--- src/hdl/srtf_pkg.sv ---
package srtf_pkg;

	// Ready table size and derived widths
	localparam int MAX_JOBS = 32;
	localparam int SLOT_W   = $clog2(MAX_JOBS);
	localparam int LAST_W   = $clog2(MAX_JOBS + 1);

	localparam logic [SLOT_W-1:0] LAST_IDX = SLOT_W'(MAX_JOBS - 1);
	localparam logic [LAST_W-1:0] NO_SLOT  = LAST_W'(MAX_JOBS);

	// Field widths
	localparam int ID_W    = 8;
	localparam int BURST_W = 16;
	localparam int TIME_W  = 32;
	localparam int ORDER_W = 32;
	localparam int QUANT_W = 8;

	// Item kind on the input side
	typedef enum logic {
		OP_ARRIVE   = 1'b0,
		OP_DISPATCH = 1'b1
	} op_t;

	// Result status codes
	typedef enum logic [2:0] {
		STAT_ACCEPTED  = 3'd0,
		STAT_REJECTED  = 3'd1,
		STAT_RAN       = 3'd2,
		STAT_IDLE      = 3'd3,
		STAT_COMPLETED = 3'd4
	} status_t;

	// Sequencer states
	typedef enum logic [2:0] {
		S_IDLE,
		S_SCAN,
		S_TAIL,
		S_RUN,
		S_TAT,
		S_DONE
	} state_t;

	// One ready-table entry
	typedef struct packed {
		logic [ID_W-1:0]    job;
		logic [BURST_W-1:0] remaining;
		logic [BURST_W-1:0] burst;
		logic [TIME_W-1:0]  arrived;
		logic [ORDER_W-1:0] order;
	} slot_rec_t;

	// Scan results handed from the pick unit to the sequencer
	typedef struct packed {
		logic              found;
		logic [SLOT_W-1:0] idx;
		logic              free_found;
		logic [SLOT_W-1:0] free_idx;
	} pick_t;

endpackage

--- src/hdl/srtf_slot_mem.sv ---
module srtf_slot_mem (
	input  logic                          clk,
	input  logic                          we,
	input  logic [srtf_pkg::SLOT_W-1:0]   waddr,
	input  srtf_pkg::slot_rec_t           wdata,
	input  logic [srtf_pkg::SLOT_W-1:0]   raddr,
	output srtf_pkg::slot_rec_t           rdata
);
	import srtf_pkg::*;

	slot_rec_t mem_q [MAX_JOBS];

	// Write one entry
	always_ff @(posedge clk) begin
		if (we) begin
			mem_q[waddr] <= wdata;
		end
	end

	// Registered read
	always_ff @(posedge clk) begin
		rdata <= mem_q[raddr];
	end

endmodule

--- src/hdl/srtf_pick.sv ---
module srtf_pick (
	input  logic                          clk,
	input  logic                          arst_n,
	input  logic                          clear,
	input  logic                          cmp_en,
	input  logic                          cand_valid,
	input  logic [srtf_pkg::SLOT_W-1:0]   cand_idx,
	input  srtf_pkg::slot_rec_t           cand_rec,
	input  logic [srtf_pkg::LAST_W-1:0]   last_slot,
	output srtf_pkg::pick_t               pick,
	output srtf_pkg::slot_rec_t           best_rec
);
	import srtf_pkg::*;

	logic              found_q;
	logic [SLOT_W-1:0] idx_q;
	logic              free_found_q;
	logic [SLOT_W-1:0] free_idx_q;
	slot_rec_t         best_q;
	logic              cand_better;
	logic              take;
	logic              take_free;

	// Shared comparator: least remaining, then last run job, then earliest arrival
	always_comb begin
		if (!found_q) begin
			cand_better = 1'b1;
		end else if (cand_rec.remaining != best_q.remaining) begin
			cand_better = cand_rec.remaining < best_q.remaining;
		end else if (LAST_W'(cand_idx) == last_slot) begin
			cand_better = 1'b1;
		end else if (LAST_W'(idx_q) == last_slot) begin
			cand_better = 1'b0;
		end else begin
			cand_better = cand_rec.order < best_q.order;
		end
	end

	assign take      = cmp_en && cand_valid && cand_better;
	assign take_free = cmp_en && !cand_valid && !free_found_q;

	// Track best candidate and lowest free slot
	always_ff @(posedge clk or negedge arst_n) begin
		if (!arst_n) begin
			found_q      <= 1'b0;
			idx_q        <= '0;
			free_found_q <= 1'b0;
			free_idx_q   <= '0;
		end else if (clear) begin
			found_q      <= 1'b0;
			free_found_q <= 1'b0;
		end else begin
			if (take) begin
				found_q <= 1'b1;
				idx_q   <= cand_idx;
			end
			if (take_free) begin
				free_found_q <= 1'b1;
				free_idx_q   <= cand_idx;
			end
		end
	end

	// Hold the full record of the best candidate
	always_ff @(posedge clk) begin
		if (take) begin
			best_q <= cand_rec;
		end
	end

	assign pick.found      = found_q;
	assign pick.idx        = idx_q;
	assign pick.free_found = free_found_q;
	assign pick.free_idx   = free_idx_q;
	assign best_rec        = best_q;

endmodule

--- src/hdl/srtf_job_scheduler.sv ---
// Channel  | Dir | tdata (low bit first)                                     | tuser
// s_axis   | in  | job_id[7:0], burst[23:8]                                  | op
// m_axis   | out | run_id[7:0], time_now[39:8], time_left[55:40],            | status
//          |     | turnaround[87:56], waiting[119:88]                        |
// cfg      | in  | cfg_wdata = quantum, written when cfg_wen is high         |
//
// Each item is handled in steps: accept, stream the ready table through the
// single read port of the slot memory into one comparator, finish the last
// compare, then run, form turnaround and deliver.
// arst_n clears the valid bits, clock, order counter and last-run marker at once.
// A result waits in the output register; the block stalls before delivery only
// while a previous result is still not taken.
module srtf_job_scheduler (
	input  logic         clk,
	input  logic         arst_n,
	input  logic         s_axis_tvalid,
	output logic         s_axis_tready,
	input  logic [23:0]  s_axis_tdata,   // job_id, burst
	input  logic [0:0]   s_axis_tuser,   // op
	output logic         m_axis_tvalid,
	input  logic         m_axis_tready,
	output logic [119:0] m_axis_tdata,   // run_id, time_now, time_left, turnaround, waiting
	output logic [2:0]   m_axis_tuser,   // status
	input  logic         cfg_wen,
	input  logic [7:0]   cfg_wdata       // quantum
);
	import srtf_pkg::*;

	state_t state_q, state_d;

	logic [QUANT_W-1:0]  quantum_q;
	logic [MAX_JOBS-1:0] slot_valid_q;
	logic [ORDER_W-1:0]  order_q;
	logic [TIME_W-1:0]   clock_time_q;
	logic [LAST_W-1:0]   last_slot_q;

	logic               op_q;
	logic [ID_W-1:0]    id_q;
	logic [BURST_W-1:0] burst_q;

	logic [SLOT_W-1:0]  idx_q;
	logic [SLOT_W-1:0]  idx_s1;
	logic               cmp_en_s1;

	logic [BURST_W-1:0] rem_new_q;
	logic [TIME_W-1:0]  tat_q;

	logic               out_valid_q;
	logic [119:0]       out_data_q;
	logic [2:0]         out_user_q;

	logic accept;
	logic out_free;
	logic rd_issue;
	logic run_en;
	logic tat_en;
	logic done_fire;

	pick_t     pick;
	slot_rec_t best_rec;
	slot_rec_t rd_rec;
	slot_rec_t wr_rec;
	logic      mem_we;
	logic [SLOT_W-1:0] mem_waddr;

	logic               is_arrive;
	logic [BURST_W-1:0] q16;
	logic [BURST_W-1:0] run16;
	logic [BURST_W-1:0] rem_new;
	logic [TIME_W-1:0]  inc;
	logic [TIME_W:0]    sum;
	logic [TIME_W-1:0]  clock_new;

	logic [TIME_W-1:0]  wait_val;
	status_t            status;
	logic [ID_W-1:0]    run_id;

	assign accept    = s_axis_tvalid && s_axis_tready;
	assign out_free  = !out_valid_q || m_axis_tready;
	assign is_arrive = (op_q == OP_ARRIVE);

	// Next state
	always_comb begin
		state_d = state_q;
		case (state_q)
			S_IDLE: begin
				if (s_axis_tvalid) state_d = S_SCAN;
			end
			S_SCAN: begin
				if (idx_q == LAST_IDX) state_d = S_TAIL;
			end
			S_TAIL:  state_d = S_RUN;
			S_RUN:   state_d = S_TAT;
			S_TAT:   state_d = S_DONE;
			S_DONE: begin
				if (out_free) state_d = S_IDLE;
			end
			default: state_d = S_IDLE;
		endcase
	end

	// Sequencer outputs
	always_comb begin
		s_axis_tready = 1'b0;
		rd_issue      = 1'b0;
		run_en        = 1'b0;
		tat_en        = 1'b0;
		done_fire     = 1'b0;
		case (state_q)
			S_IDLE: s_axis_tready = 1'b1;
			S_SCAN: rd_issue      = 1'b1;
			S_RUN:  run_en        = 1'b1;
			S_TAT:  tat_en        = 1'b1;
			S_DONE: done_fire     = out_free;
			default: ;
		endcase
	end

	always_ff @(posedge clk or negedge arst_n) begin
		if (!arst_n) begin
			state_q <= S_IDLE;
		end else begin
			state_q <= state_d;
		end
	end

	// Quantum register
	always_ff @(posedge clk or negedge arst_n) begin
		if (!arst_n) begin
			quantum_q <= QUANT_W'(1);
		end else if (cfg_wen) begin
			quantum_q <= cfg_wdata;
		end
	end

	// Latch the accepted item
	always_ff @(posedge clk) begin
		if (accept) begin
			op_q    <= s_axis_tuser[0];
			id_q    <= s_axis_tdata[7:0];
			burst_q <= s_axis_tdata[23:8];
		end
	end

	// Scan address and read pipeline
	always_ff @(posedge clk or negedge arst_n) begin
		if (!arst_n) begin
			idx_q     <= '0;
			idx_s1    <= '0;
			cmp_en_s1 <= 1'b0;
		end else begin
			if (accept) begin
				idx_q <= '0;
			end else if (rd_issue) begin
				idx_q <= idx_q + SLOT_W'(1);
			end
			idx_s1    <= idx_q;
			cmp_en_s1 <= rd_issue;
		end
	end

	srtf_slot_mem u_mem (
		.clk   (clk),
		.we    (mem_we),
		.waddr (mem_waddr),
		.wdata (wr_rec),
		.raddr (idx_q),
		.rdata (rd_rec)
	);

	srtf_pick u_pick (
		.clk        (clk),
		.arst_n     (arst_n),
		.clear      (accept),
		.cmp_en     (cmp_en_s1),
		.cand_valid (slot_valid_q[idx_s1]),
		.cand_idx   (idx_s1),
		.cand_rec   (rd_rec),
		.last_slot  (last_slot_q),
		.pick       (pick),
		.best_rec   (best_rec)
	);

	// Run length and saturating clock advance
	always_comb begin
		q16     = (quantum_q == '0) ? BURST_W'(1) : BURST_W'(quantum_q);
		run16   = (q16 < best_rec.remaining) ? q16 : best_rec.remaining;
		rem_new = best_rec.remaining - run16;
		if (is_arrive) begin
			inc = '0;
		end else if (pick.found) begin
			inc = TIME_W'(run16);
		end else begin
			inc = TIME_W'(1);
		end
		sum       = {1'b0, clock_time_q} + {1'b0, inc};
		clock_new = sum[TIME_W] ? '1 : sum[TIME_W-1:0];
	end

	// Table write for a new job or a run job
	always_comb begin
		mem_we    = run_en && (is_arrive ? pick.free_found : pick.found);
		mem_waddr = is_arrive ? pick.free_idx : pick.idx;
		if (is_arrive) begin
			wr_rec.job       = id_q;
			wr_rec.remaining = burst_q;
			wr_rec.burst     = burst_q;
			wr_rec.arrived   = clock_time_q;
			wr_rec.order     = order_q;
		end else begin
			wr_rec           = best_rec;
			wr_rec.remaining = rem_new;
		end
	end

	// Scheduler state update
	always_ff @(posedge clk or negedge arst_n) begin
		if (!arst_n) begin
			slot_valid_q <= '0;
			order_q      <= '0;
			clock_time_q <= '0;
			last_slot_q  <= NO_SLOT;
		end else if (run_en) begin
			clock_time_q <= clock_new;
			if (is_arrive) begin
				if (pick.free_found) begin
					slot_valid_q[pick.free_idx] <= 1'b1;
					order_q <= order_q + ORDER_W'(1);
				end
			end else if (pick.found) begin
				if (rem_new == '0) begin
					slot_valid_q[pick.idx] <= 1'b0;
					last_slot_q <= NO_SLOT;
				end else begin
					last_slot_q <= LAST_W'(pick.idx);
				end
			end
		end
	end

	// Remaining time and turnaround
	always_ff @(posedge clk) begin
		if (run_en) begin
			rem_new_q <= rem_new;
		end
		if (tat_en) begin
			tat_q <= clock_time_q - best_rec.arrived;
		end
	end

	// Result fields
	always_comb begin
		wait_val = (tat_q >= TIME_W'(best_rec.burst)) ? tat_q - TIME_W'(best_rec.burst) : '0;
		if (is_arrive) begin
			status = pick.free_found ? STAT_ACCEPTED : STAT_REJECTED;
			run_id = id_q;
		end else if (!pick.found) begin
			status = STAT_IDLE;
			run_id = '0;
		end else begin
			status = (rem_new_q == '0) ? STAT_COMPLETED : STAT_RAN;
			run_id = best_rec.job;
		end
	end

	// Output register
	always_ff @(posedge clk or negedge arst_n) begin
		if (!arst_n) begin
			out_valid_q <= 1'b0;
		end else if (done_fire) begin
			out_valid_q <= 1'b1;
		end else if (m_axis_tready) begin
			out_valid_q <= 1'b0;
		end
	end

	always_ff @(posedge clk) begin
		if (done_fire) begin
			out_user_q         <= status;
			out_data_q[7:0]    <= run_id;
			out_data_q[39:8]   <= clock_time_q;
			out_data_q[55:40]  <= (status == STAT_RAN) ? rem_new_q : '0;
			out_data_q[87:56]  <= (status == STAT_COMPLETED) ? tat_q : '0;
			out_data_q[119:88] <= (status == STAT_COMPLETED) ? wait_val : '0;
		end
	end

	assign m_axis_tvalid = out_valid_q;
	assign m_axis_tdata  = out_data_q;
	assign m_axis_tuser  = out_user_q;

endmodule

--- config.mk ---
export PLATFORM = sky130hd
export DESIGN_NAME = srtf_job_scheduler
export DESIGN_NICKNAME = d
export VERILOG_FILES = /design/src/hdl/srtf_pkg.sv /design/src/hdl/srtf_slot_mem.sv /design/src/hdl/srtf_pick.sv /design/src/hdl/srtf_job_scheduler.sv
export SDC_FILE = /design/constraint.sdc
export NUM_CORES = 2
export LEC_CHECK = 0
export BUFFER_PORTS_ARGS = -buffer_cell sky130_fd_sc_hd__clkbuf_2
export CORE_MARGIN = 4
export CORE_UTILIZATION = 60
export CTS_CLUSTER_SIZE = 30
export DETAILED_ROUTE_END_ITERATION = 16
export PLACE_DENSITY = 0.76
export SLEW_MARGIN = 15
export SYNTH_ARGS = -nofsm -noshare
export SYNTH_HDL_FRONTEND = slang
export SYNTH_SLANG_ARGS = --single-unit
--- constraint.sdc ---
create_clock -name clk -period 9.2 [get_ports clk]
set_input_delay 0.92 -clock clk [delete_from_list [all_inputs] [get_ports clk]]
set_output_delay 0.92 -clock clk [all_outputs]
set_load 0.02 [all_outputs]
==> impl_metrics.ini <==
[clock_network]
clock_latency_ns = 1.00
path_clk_slew_ns = 0.06
post_cts_resized = 0
cts_tree = yes
clockRootBuffer = clkbuf_16
cts_sinks = 3869
numCtsBuffers = 388
clockBufferDepth = 4
htreeDepth = 5

[cells_and_area]
multi_input_area_mm2 = 0.0345
fin_area_mm2 = 0.169
drive_gt1_share_pct = 29.4
nets = 7389
synthToLayoutAreaGrowth_pct = 12.2
ff_latch_area_mm2 = 0.114
final_cells = 10900
fillers = 14900

[timing]
fin_crit_ns = 6.21
worst_pin_slew_ns = 1.26
fin_crit_sh_pct = 67.6
hold_viol_final = 0
rsz0062_at_grt = false
finalClockSkew_ns = 0.0695
slew_violations = 0
fmax_mhz = 161
setup_viol = 0
worst_slack_ns = 2.99
setup_tns_ns = 0
slew_headroom_pct = 16.1

[logic_synthesis]
synth_most_common_cell = edfxtp_1
netlist_top_cells_count = 3628 x edfxtp_1, 1050 x mux4_2, 254 x clkbuf_1
yosysWarnings = 0
ys_async_sr_fraction_pct = 3.54
yosysTopAreaCell = edfxtp_1
synthCells = 6818
synth_area_leaders = edfxtp_1 72%, mux4_2 16%, dfrtp_1 2.2%, mux2_2 1.6%, dfxtp_1 1.4%
synthFlopType = edfxtp_1
synth_area_mm2 = 0.150
avgSynthCellArea_um2 = 22.1
netlist.area_leader.share_pct = 72.4
synth_edf_count = 3628
ys_seq_elements = 3869
yosysUniqueCellTypes = 86
seq_area_frac_synth_pct = 76.1

[floorplan]
ios = 163
dieArea_mm2 = 0.259
rows = 183
dieHeight_um = 509
die_w_um = 509
start_util_pct = 60.4
core_mm2 = 0.249

[worst_setup_path]
critPathArrivalTime_ns = 7.02
slowest_delay_ns = 0.87
cp_data_required_time_ns = 10.01
path_cells = inv_1 > ha_1 > a21o_1 > a21o_1 > a21oi_1 > nor2b_1 > a221o_1 > mux2i_1 > ha_1 > inv_1 > fa_1 > a21o_1 > a21oi_1 > o21ai_0 > a21o_1 > xnor2_1 > or4_1 > nor4_2 > o21ai_0
startpoint_type = flop
crit_slowest_cell = nor4_2
reg2regPathDepth = 19
timing.rr.start = u_pick.best_rec[85]
r2r_setup_slack_ns = 2.99
r2r_end = slot_valid_q[23]
cp-end-kind = flop
crit_path_max_fanout = 10
crit_path_frequent_cell = a21o_1
critPathKind = flop to flop

[placed_design]
placedInstanceArea_mm2 = 0.156
port_buffers = 162
gp_congestion = 0.893
dpl.hpwl_mm = 200
place_ws_ns = 3.04
dpl.cell_count = 10200

[routing]
ant_nets = 0
vias = 74800
drt_iter0_drc = 12300
drt_pass1_iterations = 6
drt-total-wl_mm = 386
drc = 0
drt-vias-per-instance = 6.88
wl_per_cell_um = 35.5

[power_and_ir_drop]
p_leak_nw = 55.0
power.internal_mw = 37.9
switching_share_pct = 29.8
p_comb_share_pct = 28.1
vdd_drop_max_mv = 0.339
report.power.total_mw = 54.0
p_sw_mw = 16.1
pwr_density_cell_mw_per_mm2 = 320
clock_power_share_pct = 29.3
pwr-share-seq_pct = 42.6

[worst_hold_path]
hold_start = s_axis_tdata[22]
hold_class = input port to flop
min_to = burst_q[14]
whs_path_depth = 1

[outcome]
status = complete, no violations

[grt]
overflow = 0
grt_pass1_wl_mm = 554
grt_max_degree = 154
first_global_vias = 75600
track_usage_pct = 30.1
antenna_found_initial = 20

[flow_run]
max-cap-violations = 0
worst max-delay path, delay by kind of cell, from the launching register on:
kind	cells	cell delay, ns
flops	1	0.43
simple gates	3	1.80
xor+xnor	1	0.18
mux	1	0.33
fa+ha+maj	3	0.92
buf+inv	2	0.18
compound gates	9	2.18
kinds of logic (layout without fill, tap and decap cells):
group | Yosys count | in the layout | synth area share, %
fa+ha+maj | 132 | 132 | 1.12
xor+xnor | 103 | 103 | 0.600
compound gates | 395 | 395 | 1.62
buf+inv | 463 | 1166 | 1.18
flops | 3869 | 3869 | 76.1
simple gates | 574 | 574 | 1.95
other cells | 1 | 17 | 0.00249
mux | 1281 | 1281 | 17.4
metrics by stage:
step / util (%) / hold WS [ns]
3_3_place_gp: 62.6 / 0.387
2_1_floorplan: - / 0.352
3_5_place_dp: 62.6 / 0.389
6_report: 67.7 / 0.104
5_1_grt: 67.7 / 0.0756
4_1_cts: 67.7 / 0.0402
flip-flops by register name, summed over array words and instances, names as in the netlist, 6 cells and up:
register         count
quantum_q            8
u_mem.mem_q       3328
rem_new_q           16
burst_q             16
clock_time_q        32
order_q             32
id_q                 8
u_pick.best_rec    104
u_mem.rdata        104
tat_q               32
slot_valid_q        32
last_slot_q          6
m_axis_tdata       120
power by group through the flow:
stage	registers (mW)	logic, mW	clock network, mW
floorplan	22.8	10.6	0
global placement	23.3	14.6	0
global route	23.1	16.1	16.7
finish	23.0	15.2	15.8
detailed placement	23.3	14.9	0
CTS	23.0	15.1	15.9
worst max-delay path by stage:
stage,end,from,cells past startpoint,slack (ns)
after global placement,slot_valid_q[7],u_pick.best_rec[85],19,3.12
after CTS,slot_valid_q[7],u_pick.best_rec[85],19,2.99
final,slot_valid_q[23],u_pick.best_rec[85],19,2.99
after floorplan,u_pick.best_rec[0],u_pick.best_rec[9],9,1.11
after global routing,slot_valid_q[19],u_pick.best_rec[85],19,2.60
after detailed placement,slot_valid_q[27],u_pick.best_rec[85],19,3.04
repair_timing:
item / 4_1_cts / 5_1_grt
buffers inserted: 0 / 0
hold buffers: 1 / 0
endpoints found under the hold margin: 26 / 0
final cells by class:
type	instances	share of cell area, %
clock inverter	164	1.07
timing repair buffer	308	1.33
multi-input combinational	2493	20.5
antenna	9	0.0133
inverter	159	0.354
tap	3330	2.47
clock buffer	535	6.46
sequential	3869	67.8
routing by layer:
layer  up-vias  wire length (um)  global-route usage [%]
met2      5211            185000                    46.6
met5         -                49                       0
li1      29200                 -                       -
met1     39500            143000                    43.5
met3       782             43500                    6.53
met4         8             14500                    10.4
layout by cell type (no fill, tap or decap), types with 13 or more instances in the layout:
cell	netlist	final
edfxtp_1	3628	3628
mux4_2	1050	1050
clkbuf_16	0	398
mux2_2	213	213
clkbuf_2	2	161
inv_1	158	158
dfrtp_1	135	130
ha_1	128	128
nor2_1	159	126
a21oi_1	125	122
buf_4	1	117
nand2_1	115	115
dfxtp_1	104	104
clkbuf_1	254	93
o21ai_0	88	79
xnor2_1	76	76
clkinv_2	0	61
and2_1	48	47
nor3_1	46	45
clkbuf_8	0	42
clkinv_1	0	41
nand3_1	39	39
bufinv_16	0	35
a31oi_1	33	32
nor2_4	0	32
a21o_1	30	30
nor2b_1	27	27
xor2_1	27	27
nand4_1	26	26
buf_12	0	22
mux2i_1	18	18
a21boi_0	17	17
o21a_1	17	17
and3_1	18	17
nor4_1	16	16
or3_1	16	16
nand2b_1	15	15
and4_1	13	13
No activity file was read; power rests on OpenSTA's default activity.
